--- config.mk ---
export PLATFORM = sky130hd
export DESIGN_NAME = metaball_marching_squares_flat
export DESIGN_NICKNAME = d
export VERILOG_FILES = /design/src/rtl/core/mms_pkg.sv /design/src/rtl/core/mms_if.sv /design/src/rtl/core/mms_div.sv /design/src/rtl/core/metaball_marching_squares.sv /design/src/flat_wrapper.sv
export VERILOG_INCLUDE_DIRS = /design/src /design/src/rtl/core
export SDC_FILE = /design/constraint.sdc
export NUM_CORES = 2
export LEC_CHECK = 0
export BUFFER_PORTS_ARGS = -buffer_cell sky130_fd_sc_hd__buf_4
export CAP_MARGIN = 15
export CELL_PAD_IN_SITES_DETAIL_PLACEMENT = 0
export CELL_PAD_IN_SITES_GLOBAL_PLACEMENT = 1
export CORE_ASPECT_RATIO = 1.1
export CORE_MARGIN = 3
export CORE_UTILIZATION = 50
export CTS_CLUSTER_DIAMETER = 120
export DETAILED_ROUTE_END_ITERATION = 8
export HOLD_SLACK_MARGIN = 0.12
export MAX_ROUTING_LAYER = met4
export PLACE_DENSITY = 0.86
export SYNTH_ARGS = -nofsm -noshare
export SYNTH_HDL_FRONTEND = slang
export SYNTH_SLANG_ARGS = --single-unit
--- constraint.sdc ---
create_clock -name i_clk -period 14.5 [get_ports i_clk]
set_clock_uncertainty 0.05 [all_clocks]
set_input_delay 2.9 -clock i_clk [delete_from_list [all_inputs] [get_ports i_clk]]
set_output_delay 2.9 -clock i_clk [all_outputs]
set_load 0.1 [all_outputs]
--- src/rtl/core/metaball_marching_squares_defines.svh ---
// Assertion macros for the metaball contour block.
// Used by the top level; relies on i_clk and i_rst_n being in scope.
`ifndef METABALL_MARCHING_SQUARES_DEFINES_SVH
`define METABALL_MARCHING_SQUARES_DEFINES_SVH

// Same-cycle implication, checked outside reset.
`define MMS_ASSERT_IMP(lbl, ante, cons, msg) \
    lbl: assert property (@(posedge i_clk) disable iff (!i_rst_n) (ante) |-> (cons)) \
        else $error(msg);

// Next-cycle implication, checked outside reset.
`define MMS_ASSERT_NXT(lbl, ante, cons, msg) \
    lbl: assert property (@(posedge i_clk) disable iff (!i_rst_n) (ante) |=> (cons)) \
        else $error(msg);

`endif

--- src/rtl/core/mms_pkg.sv ---
// Shared types, constants and helper functions of the metaball contour block.
// No dependencies; the divider and the top level refer to it by scoped names.
package mms_pkg;

    localparam int BALLS_DEF     = 4;
    localparam int GRID_STEP_DEF = 4;
    localparam int SCREEN_W_DEF  = 128;
    localparam int SCREEN_H_DEF  = 64;
    localparam int ROW_DEPTH     = 32;

    localparam int NUM_W = 36;
    localparam int DEN_W = 34;
    localparam int Q_W   = 16;

    localparam logic [15:0]      THR_RESET = 16'd1843;
    localparam logic [DEN_W-1:0] DIST_BIAS = 34'd6554;
    localparam logic [15:0]      FIELD_MAX = 16'hFFFF;

    localparam logic OP_LOAD   = 1'b0;
    localparam logic OP_SAMPLE = 1'b1;

    localparam logic [1:0] EDGE_TOP    = 2'd0;
    localparam logic [1:0] EDGE_RIGHT  = 2'd1;
    localparam logic [1:0] EDGE_BOTTOM = 2'd2;
    localparam logic [1:0] EDGE_LEFT   = 2'd3;

    typedef struct packed {
        logic             start;
        logic [NUM_W-1:0] num;
        logic [DEN_W-1:0] den;
    } t_div_req;

    typedef struct packed {
        logic           done;
        logic           ovf;
        logic [Q_W-1:0] q;
    } t_div_rsp;

    // Segment count, then start and end edge of the first and second segment.
    typedef struct packed {
        logic [1:0] n;
        logic [1:0] a0;
        logic [1:0] b0;
        logic [1:0] a1;
        logic [1:0] b1;
    } t_seg_entry;

    function automatic t_seg_entry seg_lookup(input logic [3:0] cs);
        t_seg_entry e;
        e = '0;
        unique case (cs)
            4'd1, 4'd14: e = '{2'd1, EDGE_LEFT, EDGE_BOTTOM, EDGE_TOP, EDGE_TOP};
            4'd2, 4'd13: e = '{2'd1, EDGE_RIGHT, EDGE_BOTTOM, EDGE_TOP, EDGE_TOP};
            4'd3, 4'd12: e = '{2'd1, EDGE_LEFT, EDGE_RIGHT, EDGE_TOP, EDGE_TOP};
            4'd4, 4'd11: e = '{2'd1, EDGE_TOP, EDGE_RIGHT, EDGE_TOP, EDGE_TOP};
            4'd5:        e = '{2'd2, EDGE_LEFT, EDGE_TOP, EDGE_RIGHT, EDGE_BOTTOM};
            4'd6, 4'd9:  e = '{2'd1, EDGE_TOP, EDGE_BOTTOM, EDGE_TOP, EDGE_TOP};
            4'd7:        e = '{2'd1, EDGE_LEFT, EDGE_TOP, EDGE_TOP, EDGE_TOP};
            4'd8:        e = '{2'd1, EDGE_TOP, EDGE_LEFT, EDGE_TOP, EDGE_TOP};
            4'd10:       e = '{2'd2, EDGE_TOP, EDGE_LEFT, EDGE_RIGHT, EDGE_BOTTOM};
            default:     e = '0;
        endcase
        return e;
    endfunction

    function automatic logic [7:0] sat8(input logic signed [18:0] v);
        logic [7:0] r;
        if (v < 0) begin
            r = 8'd0;
        end else if (v > 19'sd255) begin
            r = 8'd255;
        end else begin
            r = v[7:0];
        end
        return r;
    endfunction

endpackage

--- src/rtl/core/mms_if.sv ---
// Valid/ready channel interfaces for sample/load items and contour segments.
// Depends on nothing.
interface mms_in_if;
    logic        valid;
    logic        ready;
    logic        op;
    logic [1:0]  ball_index;
    logic [14:0] ball_x;
    logic [13:0] ball_y;
    logic [11:0] ball_radius;
    logic [4:0]  grid_x;
    logic [3:0]  grid_y;

    modport source (output valid, op, ball_index, ball_x, ball_y, ball_radius,
                    grid_x, grid_y, input ready);
    modport sink (input valid, op, ball_index, ball_x, ball_y, ball_radius,
                  grid_x, grid_y, output ready);
endinterface

interface mms_out_if;
    logic       valid;
    logic       ready;
    logic [7:0] seg_x0;
    logic [7:0] seg_y0;
    logic [7:0] seg_x1;
    logic [7:0] seg_y1;
    logic       last;

    modport source (output valid, seg_x0, seg_y0, seg_x1, seg_y1, last, input ready);
    modport sink (input valid, seg_x0, seg_y0, seg_x1, seg_y1, last, output ready);
endinterface

--- src/rtl/core/mms_div.sv ---
// Shared restoring divider, one quotient bit per cycle, 16-bit quotient.
// Depends on mms_pkg; flags a quotient that does not fit in 16 bits.
module mms_div (
    input  logic              i_clk,
    input  logic              i_rst_n,
    input  mms_pkg::t_div_req i_req,
    output mms_pkg::t_div_rsp o_rsp
);
    localparam int NW = mms_pkg::NUM_W;
    localparam int DW = mms_pkg::DEN_W;
    localparam int QW = mms_pkg::Q_W;
    localparam int SW = DW + QW - 1;
    localparam int CW = $clog2(QW);

    logic                    r_busy;
    logic                    r_done;
    logic [CW-1:0]           r_cnt;
    logic [NW-1:0]           r_rem;
    logic [SW-1:0]           r_d;
    logic [QW-1:0]           r_q;
    logic                    r_ovf;
    logic                    w_ge;

    assign w_ge = {{(SW-NW){1'b0}}, r_rem} >= r_d;

    always_ff @(posedge i_clk) begin
        if (!i_rst_n) begin
            r_busy <= 1'b0;
            r_done <= 1'b0;
            r_cnt  <= '0;
        end else begin
            r_done <= 1'b0;
            if (i_req.start) begin
                r_busy <= 1'b1;
                r_cnt  <= '0;
            end else if (r_busy) begin
                r_cnt <= r_cnt + 1'b1;
                if (r_cnt == CW'(QW - 1)) begin
                    r_busy <= 1'b0;
                    r_done <= 1'b1;
                end
            end
        end
    end

    always_ff @(posedge i_clk) begin
        if (i_req.start) begin
            r_rem <= i_req.num;
            r_d   <= {i_req.den, {(QW-1){1'b0}}};
            r_q   <= '0;
            r_ovf <= {{(DW+QW-NW){1'b0}}, i_req.num} >= {i_req.den, {QW{1'b0}}};
        end else if (r_busy) begin
            if (w_ge) begin
                r_rem <= r_rem - r_d[NW-1:0];
            end
            r_q <= {r_q[QW-2:0], w_ge};
            r_d <= r_d >> 1;
        end
    end

    assign o_rsp.done = r_done;
    assign o_rsp.ovf  = r_ovf;
    assign o_rsp.q    = r_q;
endmodule

--- src/rtl/core/metaball_marching_squares.sv ---
// Metaball field sampler with marching-squares contour output.
// A load item is taken in S_IDLE. A sample runs, for each ball, the set-up states S_DIST,
// S_SQX, S_SQY and S_SQR and then a division in the shared divider; a cell with segments
// adds a division for each of the four cell edges and one transfer per segment; no overlap.
// Receiver stalls lengthen the segment phase. Reset is synchronous, active low: ball
// store and upper-left and left corner fields clear, and the threshold returns to its default of 0.45.
`include "metaball_marching_squares_defines.svh"

module metaball_marching_squares #(
    parameter int BALLS     = mms_pkg::BALLS_DEF,
    parameter int GRID_STEP = mms_pkg::GRID_STEP_DEF,
    parameter int SCREEN_W  = mms_pkg::SCREEN_W_DEF,
    parameter int SCREEN_H  = mms_pkg::SCREEN_H_DEF
) (
    input  logic        i_clk,
    input  logic        i_rst_n,
    input  logic        i_cfg_we,
    input  logic [15:0] i_cfg_wdata,
    mms_in_if.sink      i_in,
    mms_out_if.source   o_out
);
    localparam int BW   = (BALLS > 1) ? $clog2(BALLS) : 1;
    localparam int HALF = GRID_STEP / 2;

    typedef enum logic [9:0] {
        S_IDLE = 10'b0000000001,
        S_DIST = 10'b0000000010,
        S_SQX  = 10'b0000000100,
        S_SQY  = 10'b0000001000,
        S_SQR  = 10'b0000010000,
        S_BDIV = 10'b0000100000,
        S_LINE = 10'b0001000000,
        S_EMUL = 10'b0010000000,
        S_EDIV = 10'b0100000000,
        S_OUT  = 10'b1000000000
    } t_state;

    t_state r_state, n_state;

    logic [14:0] r_ball_x [BALLS];
    logic [13:0] r_ball_y [BALLS];
    logic [11:0] r_ball_r [BALLS];
    logic [15:0] r_row [mms_pkg::ROW_DEPTH];

    logic [15:0]  r_thr;
    logic [15:0]  r_ul;
    logic [15:0]  r_left;
    logic [15:0]  r_tr;
    logic [15:0]  r_field;
    logic [4:0]   r_gx;
    logic [3:0]   r_gy;
    logic [7:0]   r_px;
    logic [7:0]   r_py;
    logic [BW-1:0] r_b;
    logic [15:0]  r_ax;
    logic [15:0]  r_ay;
    logic [mms_pkg::DEN_W-1:0] r_dist;
    logic [15:0]  r_c [4];
    mms_pkg::t_seg_entry r_seg;
    logic [1:0]   r_e;
    logic         r_eneg;
    logic         r_ezero;
    logic [7:0]   r_ev [4];
    logic         r_k;

    mms_pkg::t_div_req w_req;
    mms_pkg::t_div_rsp w_rsp;

    logic         w_in_xfer;
    logic         w_out_xfer;
    logic [9:0]   w_px_raw;
    logic [9:0]   w_py_raw;
    logic signed [16:0] w_dx;
    logic signed [16:0] w_dy;
    logic [15:0]  w_ma;
    logic [15:0]  w_mb;
    logic [31:0]  w_prod;
    logic [16:0]  w_sum;
    logic [3:0]   w_cs;
    mms_pkg::t_seg_entry w_seg;
    logic [15:0]  w_f1;
    logic [15:0]  w_f2;
    logic signed [16:0] w_enum;
    logic signed [16:0] w_eden;
    logic [15:0]  w_anum;
    logic [15:0]  w_aden;
    logic [9:0]   w_cx;
    logic [9:0]   w_cy;
    logic [9:0]   w_base;
    logic signed [18:0] w_off;
    logic [7:0]   w_fx [4];
    logic [7:0]   w_fy [4];
    logic [1:0]   w_ea;
    logic [1:0]   w_eb;

    assign w_in_xfer  = i_in.valid && i_in.ready;
    assign w_out_xfer = o_out.valid && o_out.ready;

    // Sample pixel, clamped to the screen.
    assign w_px_raw = 10'(i_in.grid_x) * 10'(GRID_STEP) + 10'(HALF);
    assign w_py_raw = 10'(i_in.grid_y) * 10'(GRID_STEP) + 10'(HALF);

    assign w_dx = $signed({1'b0, r_px, 8'b0}) - $signed({2'b0, r_ball_x[r_b]});
    assign w_dy = $signed({1'b0, r_py, 8'b0}) - $signed({3'b0, r_ball_y[r_b]});

    // Edge e runs from corner e to corner e+1: top, right, bottom, left.
    assign w_f1   = r_c[r_e];
    assign w_f2   = r_c[r_e + 2'd1];
    assign w_enum = $signed({1'b0, r_thr}) - $signed({1'b0, w_f1});
    assign w_eden = $signed({1'b0, w_f2}) - $signed({1'b0, w_f1});
    assign w_anum = w_enum[16] ? 16'(-w_enum) : w_enum[15:0];
    assign w_aden = w_eden[16] ? 16'(-w_eden) : w_eden[15:0];

    // One shared multiplier serves the squares and the edge scaling.
    always_comb begin
        w_ma = '0;
        w_mb = '0;
        unique case (r_state)
            S_SQX: begin
                w_ma = r_ax;
                w_mb = r_ax;
            end
            S_SQY: begin
                w_ma = r_ay;
                w_mb = r_ay;
            end
            S_SQR: begin
                w_ma = {4'b0, r_ball_r[r_b]};
                w_mb = {4'b0, r_ball_r[r_b]};
            end
            S_EMUL: begin
                w_ma = 16'(GRID_STEP);
                w_mb = w_anum;
            end
            default: begin
                w_ma = '0;
                w_mb = '0;
            end
        endcase
    end
    assign w_prod = w_ma * w_mb;

    always_comb begin
        w_req.start = 1'b0;
        w_req.num   = '0;
        w_req.den   = '0;
        if (r_state == S_SQR) begin
            w_req.start = 1'b1;
            w_req.num   = {w_prod[23:0], 12'b0};
            w_req.den   = r_dist;
        end else if (r_state == S_EMUL) begin
            w_req.start = 1'b1;
            w_req.num   = mms_pkg::NUM_W'(w_prod);
            w_req.den   = mms_pkg::DEN_W'(w_aden);
        end
    end

    mms_div u_div (
        .i_clk   (i_clk),
        .i_rst_n (i_rst_n),
        .i_req   (w_req),
        .o_rsp   (w_rsp)
    );

    assign w_sum = 17'(r_field) + 17'(w_rsp.q);

    assign w_cs  = {r_ul > r_thr, r_tr > r_thr, r_field > r_thr, r_left > r_thr};
    assign w_seg = mms_pkg::seg_lookup(w_cs);

    assign w_cx = 10'(r_gx - 5'd1) * 10'(GRID_STEP) + 10'(HALF);
    assign w_cy = 10'({1'b0, r_gy} - 5'd1) * 10'(GRID_STEP) + 10'(HALF);

    always_comb begin
        unique case (r_e)
            mms_pkg::EDGE_TOP:    w_base = w_cx;
            mms_pkg::EDGE_RIGHT:  w_base = w_cy;
            mms_pkg::EDGE_BOTTOM: w_base = w_cx + 10'(GRID_STEP);
            default:              w_base = w_cy + 10'(GRID_STEP);
        endcase
    end

    // Offset takes the quotient's sign, flipped on bottom/left; a flat edge gives its start.
    always_comb begin
        if (r_ezero) begin
            w_off = '0;
        end else if (r_eneg) begin
            w_off = -$signed({3'b0, w_rsp.q});
        end else begin
            w_off = $signed({3'b0, w_rsp.q});
        end
    end

    // Fixed coordinate of each edge point; the other one is interpolated.
    always_comb begin
        w_fx[0] = r_ev[0];
        w_fy[0] = mms_pkg::sat8(19'({9'b0, w_cy}));
        w_fx[1] = mms_pkg::sat8(19'({9'b0, w_cx}) + 19'(GRID_STEP));
        w_fy[1] = r_ev[1];
        w_fx[2] = r_ev[2];
        w_fy[2] = mms_pkg::sat8(19'({9'b0, w_cy}) + 19'(GRID_STEP));
        w_fx[3] = mms_pkg::sat8(19'({9'b0, w_cx}));
        w_fy[3] = r_ev[3];
    end

    assign w_ea = r_k ? r_seg.a1 : r_seg.a0;
    assign w_eb = r_k ? r_seg.b1 : r_seg.b0;

    assign i_in.ready   = (r_state == S_IDLE);
    assign o_out.valid  = (r_state == S_OUT);
    assign o_out.seg_x0 = w_fx[w_ea];
    assign o_out.seg_y0 = w_fy[w_ea];
    assign o_out.seg_x1 = w_fx[w_eb];
    assign o_out.seg_y1 = w_fy[w_eb];
    assign o_out.last   = r_k || (r_seg.n == 2'd1);

    always_comb begin
        n_state = r_state;
        unique case (r_state)
            S_IDLE: begin
                if (w_in_xfer && i_in.op == mms_pkg::OP_SAMPLE) begin
                    n_state = S_DIST;
                end
            end
            S_DIST: n_state = S_SQX;
            S_SQX:  n_state = S_SQY;
            S_SQY:  n_state = S_SQR;
            S_SQR:  n_state = S_BDIV;
            S_BDIV: begin
                if (w_rsp.done) begin
                    n_state = (r_b == BW'(BALLS - 1)) ? S_LINE : S_DIST;
                end
            end
            S_LINE: begin
                if (r_gx == 5'd0 || r_gy == 4'd0 || w_seg.n == 2'd0) begin
                    n_state = S_IDLE;
                end else begin
                    n_state = S_EMUL;
                end
            end
            S_EMUL: n_state = S_EDIV;
            S_EDIV: begin
                if (w_rsp.done) begin
                    n_state = (r_e == mms_pkg::EDGE_LEFT) ? S_OUT : S_EMUL;
                end
            end
            S_OUT: begin
                if (w_out_xfer && o_out.last) begin
                    n_state = S_IDLE;
                end
            end
            default: n_state = S_IDLE;
        endcase
    end

    always_ff @(posedge i_clk) begin
        if (!i_rst_n) begin
            r_state <= S_IDLE;
            r_thr   <= mms_pkg::THR_RESET;
            r_ul    <= '0;
            r_left  <= '0;
            for (int j = 0; j < BALLS; j++) begin
                r_ball_x[j] <= '0;
                r_ball_y[j] <= '0;
                r_ball_r[j] <= '0;
            end
        end else begin
            r_state <= n_state;
            if (i_cfg_we) begin
                r_thr <= i_cfg_wdata;
            end
            if (w_in_xfer && i_in.op == mms_pkg::OP_LOAD) begin
                for (int j = 0; j < BALLS; j++) begin
                    if (32'(i_in.ball_index) == j) begin
                        r_ball_x[j] <= i_in.ball_x;
                        r_ball_y[j] <= i_in.ball_y;
                        r_ball_r[j] <= i_in.ball_radius;
                    end
                end
            end
            if (r_state == S_LINE) begin
                r_ul   <= r_tr;
                r_left <= r_field;
            end
        end
    end

    // Datapath registers, no reset needed.
    always_ff @(posedge i_clk) begin
        unique case (r_state)
            S_IDLE: begin
                r_gx    <= i_in.grid_x;
                r_gy    <= i_in.grid_y;
                r_px    <= (w_px_raw > 10'(SCREEN_W - 1)) ? 8'(SCREEN_W - 1) : w_px_raw[7:0];
                r_py    <= (w_py_raw > 10'(SCREEN_H - 1)) ? 8'(SCREEN_H - 1) : w_py_raw[7:0];
                r_tr    <= r_row[i_in.grid_x];
                r_b     <= '0;
                r_field <= '0;
            end
            S_DIST: begin
                r_ax <= w_dx[16] ? 16'(-w_dx) : w_dx[15:0];
                r_ay <= w_dy[16] ? 16'(-w_dy) : w_dy[15:0];
            end
            S_SQX: r_dist <= mms_pkg::DEN_W'(w_prod);
            S_SQY: r_dist <= r_dist + mms_pkg::DEN_W'(w_prod) + mms_pkg::DIST_BIAS;
            S_SQR: r_b <= r_b;
            S_BDIV: begin
                if (w_rsp.done) begin
                    r_field <= (w_rsp.ovf || w_sum[16]) ? mms_pkg::FIELD_MAX : w_sum[15:0];
                    r_b     <= r_b + 1'b1;
                end
            end
            S_LINE: begin
                r_row[r_gx] <= r_field;
                r_c[0]      <= r_ul;
                r_c[1]      <= r_tr;
                r_c[2]      <= r_field;
                r_c[3]      <= r_left;
                r_seg       <= w_seg;
                r_e         <= mms_pkg::EDGE_TOP;
                r_k         <= 1'b0;
            end
            S_EMUL: begin
                r_eneg  <= w_enum[16] ^ w_eden[16] ^ r_e[1];
                r_ezero <= (w_eden == 17'sd0);
            end
            S_EDIV: begin
                if (w_rsp.done) begin
                    r_ev[r_e] <= mms_pkg::sat8($signed({9'b0, w_base}) + w_off);
                    r_e       <= r_e + 2'd1;
                end
            end
            S_OUT: begin
                if (w_out_xfer) begin
                    r_k <= 1'b1;
                end
            end
            default: r_k <= r_k;
        endcase
    end

    `MMS_ASSERT_IMP(a_state_onehot, 1'b1, $onehot(r_state), "state register not one-hot")
    `MMS_ASSERT_IMP(a_no_overlap, o_out.valid, !i_in.ready, "input taken while a segment waits")
    `MMS_ASSERT_NXT(a_last_idle, w_out_xfer && o_out.last, r_state == S_IDLE,
                    "block not idle after the last segment transfer")
    `MMS_ASSERT_IMP(a_div_start, w_req.start, r_state == S_SQR || r_state == S_EMUL,
                    "divider started outside a start state")

endmodule
--- src/flat_wrapper.sv ---
// flat-port wrapper written by rule: the top's interface ports become plain ports
module metaball_marching_squares_flat 
#(
    parameter int BALLS     = mms_pkg::BALLS_DEF,
    parameter int GRID_STEP = mms_pkg::GRID_STEP_DEF,
    parameter int SCREEN_W  = mms_pkg::SCREEN_W_DEF,
    parameter int SCREEN_H  = mms_pkg::SCREEN_H_DEF
)
  (i_clk, i_rst_n, i_cfg_we, i_cfg_wdata, i_in_valid, i_in_op, i_in_ball_index, i_in_ball_x, i_in_ball_y, i_in_ball_radius, i_in_grid_x, i_in_grid_y, i_in_ready, o_out_valid, o_out_seg_x0, o_out_seg_y0, o_out_seg_x1, o_out_seg_y1, o_out_last, o_out_ready);
  mms_in_if i_in_i ();
  mms_out_if o_out_i ();
  input  logic i_clk;
  input  logic i_rst_n;
  input  logic i_cfg_we;
  input  logic [15:0] i_cfg_wdata;
  input wire logic [$bits(i_in_i.valid)-1:0] i_in_valid;
  input wire logic [$bits(i_in_i.op)-1:0] i_in_op;
  input wire logic [$bits(i_in_i.ball_index)-1:0] i_in_ball_index;
  input wire logic [$bits(i_in_i.ball_x)-1:0] i_in_ball_x;
  input wire logic [$bits(i_in_i.ball_y)-1:0] i_in_ball_y;
  input wire logic [$bits(i_in_i.ball_radius)-1:0] i_in_ball_radius;
  input wire logic [$bits(i_in_i.grid_x)-1:0] i_in_grid_x;
  input wire logic [$bits(i_in_i.grid_y)-1:0] i_in_grid_y;
  output wire logic [$bits(i_in_i.ready)-1:0] i_in_ready;
  output wire logic [$bits(o_out_i.valid)-1:0] o_out_valid;
  output wire logic [$bits(o_out_i.seg_x0)-1:0] o_out_seg_x0;
  output wire logic [$bits(o_out_i.seg_y0)-1:0] o_out_seg_y0;
  output wire logic [$bits(o_out_i.seg_x1)-1:0] o_out_seg_x1;
  output wire logic [$bits(o_out_i.seg_y1)-1:0] o_out_seg_y1;
  output wire logic [$bits(o_out_i.last)-1:0] o_out_last;
  input wire logic [$bits(o_out_i.ready)-1:0] o_out_ready;
  assign i_in_i.valid = i_in_valid;
  assign i_in_i.op = i_in_op;
  assign i_in_i.ball_index = i_in_ball_index;
  assign i_in_i.ball_x = i_in_ball_x;
  assign i_in_i.ball_y = i_in_ball_y;
  assign i_in_i.ball_radius = i_in_ball_radius;
  assign i_in_i.grid_x = i_in_grid_x;
  assign i_in_i.grid_y = i_in_grid_y;
  assign i_in_ready = i_in_i.ready;
  assign o_out_valid = o_out_i.valid;
  assign o_out_seg_x0 = o_out_i.seg_x0;
  assign o_out_seg_y0 = o_out_i.seg_y0;
  assign o_out_seg_x1 = o_out_i.seg_x1;
  assign o_out_seg_y1 = o_out_i.seg_y1;
  assign o_out_last = o_out_i.last;
  assign o_out_i.ready = o_out_ready;
  metaball_marching_squares #(.BALLS(BALLS), .GRID_STEP(GRID_STEP), .SCREEN_W(SCREEN_W), .SCREEN_H(SCREEN_H)) u_core (.i_clk(i_clk), .i_rst_n(i_rst_n), .i_cfg_we(i_cfg_we), .i_cfg_wdata(i_cfg_wdata), .i_in(i_in_i), .o_out(o_out_i));
endmodule
==> metrics.md <==
| Metric | Value |
|---|---|
| Final Net Count | `5883` |
| Chip height | `377.8 um` |
| Post-CTS setup buffers | `0` |
| Share of cells above drive strength 1 | `0.1329` |
| FILL cells | `10100` |
| Yosys top cell by area | `edfxtp_1` |
| H-Tree Depth | `3` |
| Top post-synthesis cells by count | `edfxtp_1 (963), inv_1 (452), nand2_1 (451), ha_1 (382), nor2_1 (303)` |
| Dpl hpwl | `120500 um` |
| Crit Path Category | `flop to flop` |
| Drt first pass iters | `6` |
| CTS-repair resized insts | `0` |
| Net Sw Frac | `0.3134` |
| Pint | `6.229 mW` |
| Hold_buf cts | `0` |
| Clk slew on worst S/H paths | `0.06 ns` |
| 1st-iter DRT viols | `around 4300` |
| Least-Margin Pin Slew | `1.153 ns` |
| Worst VDD drop | `about 0.00015 V` |
| Fin crit period | `13.39 ns` |
| DR WL/cell | `between 20 and 25 um` |
| Critical path data arrival time | `between 10 and 15 ns` |
| Worst Setup End Kind | `flop` |
| Multi-input gate area | `about 30000 sq um` |
| Syn Nets | `between 5000 and 6000` |
| Count leader, synth | `edfxtp_1` |
| Max cap viols | `0` |
| Count of buffer and inverter cells on the critical path | `7` |
| Clk buf depth | `3` |
| Final hold violation count | `0` |
| Syn_area_per_cell | `between 10 and 15 sq um` |
| Leakage | `approximately 27 nW` |
| I/O Buffers | `108` |
| Grt ovf | `0` |
| Clock power frac | `0.326` |
| CP Launch Type | `flop` |
| Final wirelength | `173200 um` |
| Core ar. | `around 120000 sq um` |
| Number of flops mapped to enable cells by yosys | `963` |
| Multiplexer share of the synthesized area | `0.1006` |
| Status | `finished clean` |
| # setup viols final | `0` |
| Top-area cell type share of the netlist area | `0.4602` |
| Synth warnings | `0` |
| Final core occ | `0.5623` |
| Fin crit share | `0.9235` |
| Area added between synthesis and finish | `10.93%` |
| Combinational share of power | `0.245` |
| Max-slew headroom | `0.2315` |
| Synth Area in Compound Gates | `0.08770` |
| Synth async-reset ratio | `0` |
| Die W | `344.0 um` |
| Top achievable clock speed | `around 75 MHz` |
| Num CTS Buffers | `~100` |
| Seq pwr share | `0.428` |
| Hold Crit Class | `flop to flop` |
| Vias in the first global route | `about 42000` |
| Setup TNS | `0 ns` |
| Ranking of synthesized cells by area | `edfxtp_1 (46%), mux4_2 (8.6%), ha_1 (7.6%)` |
| Cell family with most CP delay | `adder cells` |
| Slowest stage delay, CP | `0.64 ns` |
| Adder-cell area share of the yosys netlist | `0.1398` |
| DR vias | `~42000` |
| P per Cell Area | `130.2 nW/um^2` |
| Clk root buf | `clkbuf_16` |
| CP max stage cell | `o41ai_1` |
| Initial antenna violation count | `3` |
| # rows | `roughly 140` |
| Routed vias/inst | `between 6 and 7` |
| Synth Register Bits | `1062` |
| Clock latency on the worst-skew pair | `0.75 ns` |
| Cell mode on critical path | `fa_1` |
| Clk sinks | `1062` |
| CP Data Required Time | `around 15 ns` |
| Starting Density | `0.5069` |
| P_sw | `approximately 2.8 mW` |
| CTS tree | `yes` |
| Register area share after synthesis | `0.4917` |
| Main combinational cell family by area after synthesis | `adder cells` |
| Synthesized cell area | `roughly 63000 sq um` |
| Total area of sequential cells | `approximately 31000 sq um` |
| Max-slew violations | `0` |
| Final Wtd Congestion | `approximately 0.95` |
| RSZ-0062 raised after global routing | `no` |
| Post-Synth Simple-Gate Area | `0.1084` |
| Largest net degree at the start of global routing | `74` |
| Post-Synth XOR/XNOR Area | `0.03219` |
| Global-route wire length before repair | `between 200000 and 300000 um` |
| Critical Path Fanout Max | `13` |
| Die Footprint | `130000 sq um` |
| Gr usage total | `0.2766` |
| Synthesized instance count | `between 5000 and 6000` |
| Main synth FF type | `edfxtp_1` |
| DRC violations left | `0` |
| Number of I/O pins | `109` |
| R2R Setup Slk | `1.11 ns` |
| Synth unique cells | `82` |
| Post-route ant nets | `0` |
-- power groups by stage --
| stage | Combinational [mW] | Sequential [mW] | Clock, mW |
|---|---|---|---|
| after global placement | 2.14 | 3.95 | 0 |
| after global routing | 2.41 | 3.90 | 3.10 |
| after detailed placement | 2.17 | 3.96 | 0 |
| after CTS | 2.20 | 3.89 | 3.00 |
| after floorplan | 1.50 | 3.96 | 0 |
| final | 2.23 | 3.89 | 2.96 |
-- cell families (layout without fill, tap and decap cells) --
group / Yosys count / after routing
AND/OR/NAND/NOR: 1393 / 1393
flip-flops: 1062 / 1062
AO/OA/AOI/OAI: 854 / 854
buffers and inverters: 652 / 874
adder cells (fa/ha/maj): 582 / 582
multiplexers: 321 / 321
XOR/XNOR: 231 / 231
other: 1 / 4
-- final cells by class --
| type | count | area share |
|---|---|---|
| sequential | 1062 | 0.4433 |
| multi-input combinational | 3382 | 0.4240 |
| antenna | 3 | 0.0001077 |
| clock buffer | 131 | 0.03997 |
| tap | 1644 | 0.02951 |
| timing repair buffer | 224 | 0.02446 |
| clock inverter | 66 | 0.01423 |
| inverter | 453 | 0.02443 |
-- stage by stage --
stage	power [mW]	hold slack (ns)	setup slack (ns)	instance area, sq um	instances
after floorplan	5.455	0.3800	2.044	62840	5096
after global placement	6.090	0.4015	1.176	65890	6763
after detailed placement	6.133	0.4055	1.228	65900	6764
after CTS	9.089	0.4227	1.182	69680	6961
after global routing	9.411	0.4330	0.2203	69710	6964
final	9.073	0.4211	1.109	69710	6965
-- state kept, by name, summed over array words and instances (netlist names), 2 cells and up, named ones only --
| name | cells |
|---|---|
| u_core.r_row | 512 |
| u_core.r_state | 10 |
| u_core.r_py | 4 |
| u_core.r_ax | 16 |
| u_core.r_field | 16 |
| u_core.r_ball_y | 56 |
| u_core.r_left | 16 |
| u_core.r_ev | 32 |
| u_core.r_seg | 6 |
| u_core.u_div.r_rem | 36 |
| u_core.r_ball_r | 48 |
| u_core.r_c | 64 |
| u_core.r_ay | 16 |
| u_core.r_ball_x | 60 |
| u_core.r_b | 2 |
| u_core.r_thr | 16 |
| u_core.u_div.r_d | 49 |
| u_core.r_ul | 16 |
| u_core.r_tr | 16 |
| u_core.r_e | 2 |
| u_core.u_div.r_cnt | 4 |
| u_core.u_div.r_q | 16 |
| u_core.r_dist | 34 |
| u_core.r_px | 5 |
-- per-layer routing --
| metal | global-route usage | part of all wire |
|---|---|---|
| met1 | 0.3610 | 0.40 |
| met2 | 0.4464 | 0.49 |
| met3 | 0.03847 | 0.076 |
| met4 | 0.09596 | 0.037 |
| met5 | - | 0 |
-- cell usage in the layout, fill, tap and decap left out, drive strengths merged, types with 21 or more instances in the layout --
master and count:
xnor2 133, nand4 35, nand3 55, a31oi 33, a22o 24, nand2 451
nor4 29, mux4 245, o21a 31, ha 382, dfxtp 99, inv 456
clkinv 40, buf 223, mux2i 58, a21oi 205, clkbuf 132, nor2b 51
a21o 82, nand2b 50, xor2 98, nor2 304, fa 200, o22ai 27
edfxtp 963, and3 26, nor3 68, and2 228, or2 24, a21boi 42
a22oi 21, o21ai 205, a211oi 23
-- final timing paths --
path / to / cells past startpoint / start
worst max-delay path: u_core.r_dist[33] / 42 / flop
worst min-delay path: u_core.r_c[0][14] / 0 / u_core.r_ul[14]
worst max register to register: u_core.r_dist[33] / 42 / flop
worst min register to register: u_core.r_c[0][14] / 0 / u_core.r_ul[14]
-- worst register-to-register path: cells and delay by family (launching register included) --
kind | cells | cell delay, ns
AOI/OAI and AO/OA | 15 | 4.65
xor gates and xnor gates | 3 | 1.20
adders and majority gates | 11 | 4.69
buffers and inverters | 7 | 0.71
DFF | 1 | 0.63
muxes | 1 | 0.35
and+or+nand+nor | 5 | 0.86
Note: power is estimated with default switching activity, not from simulation.
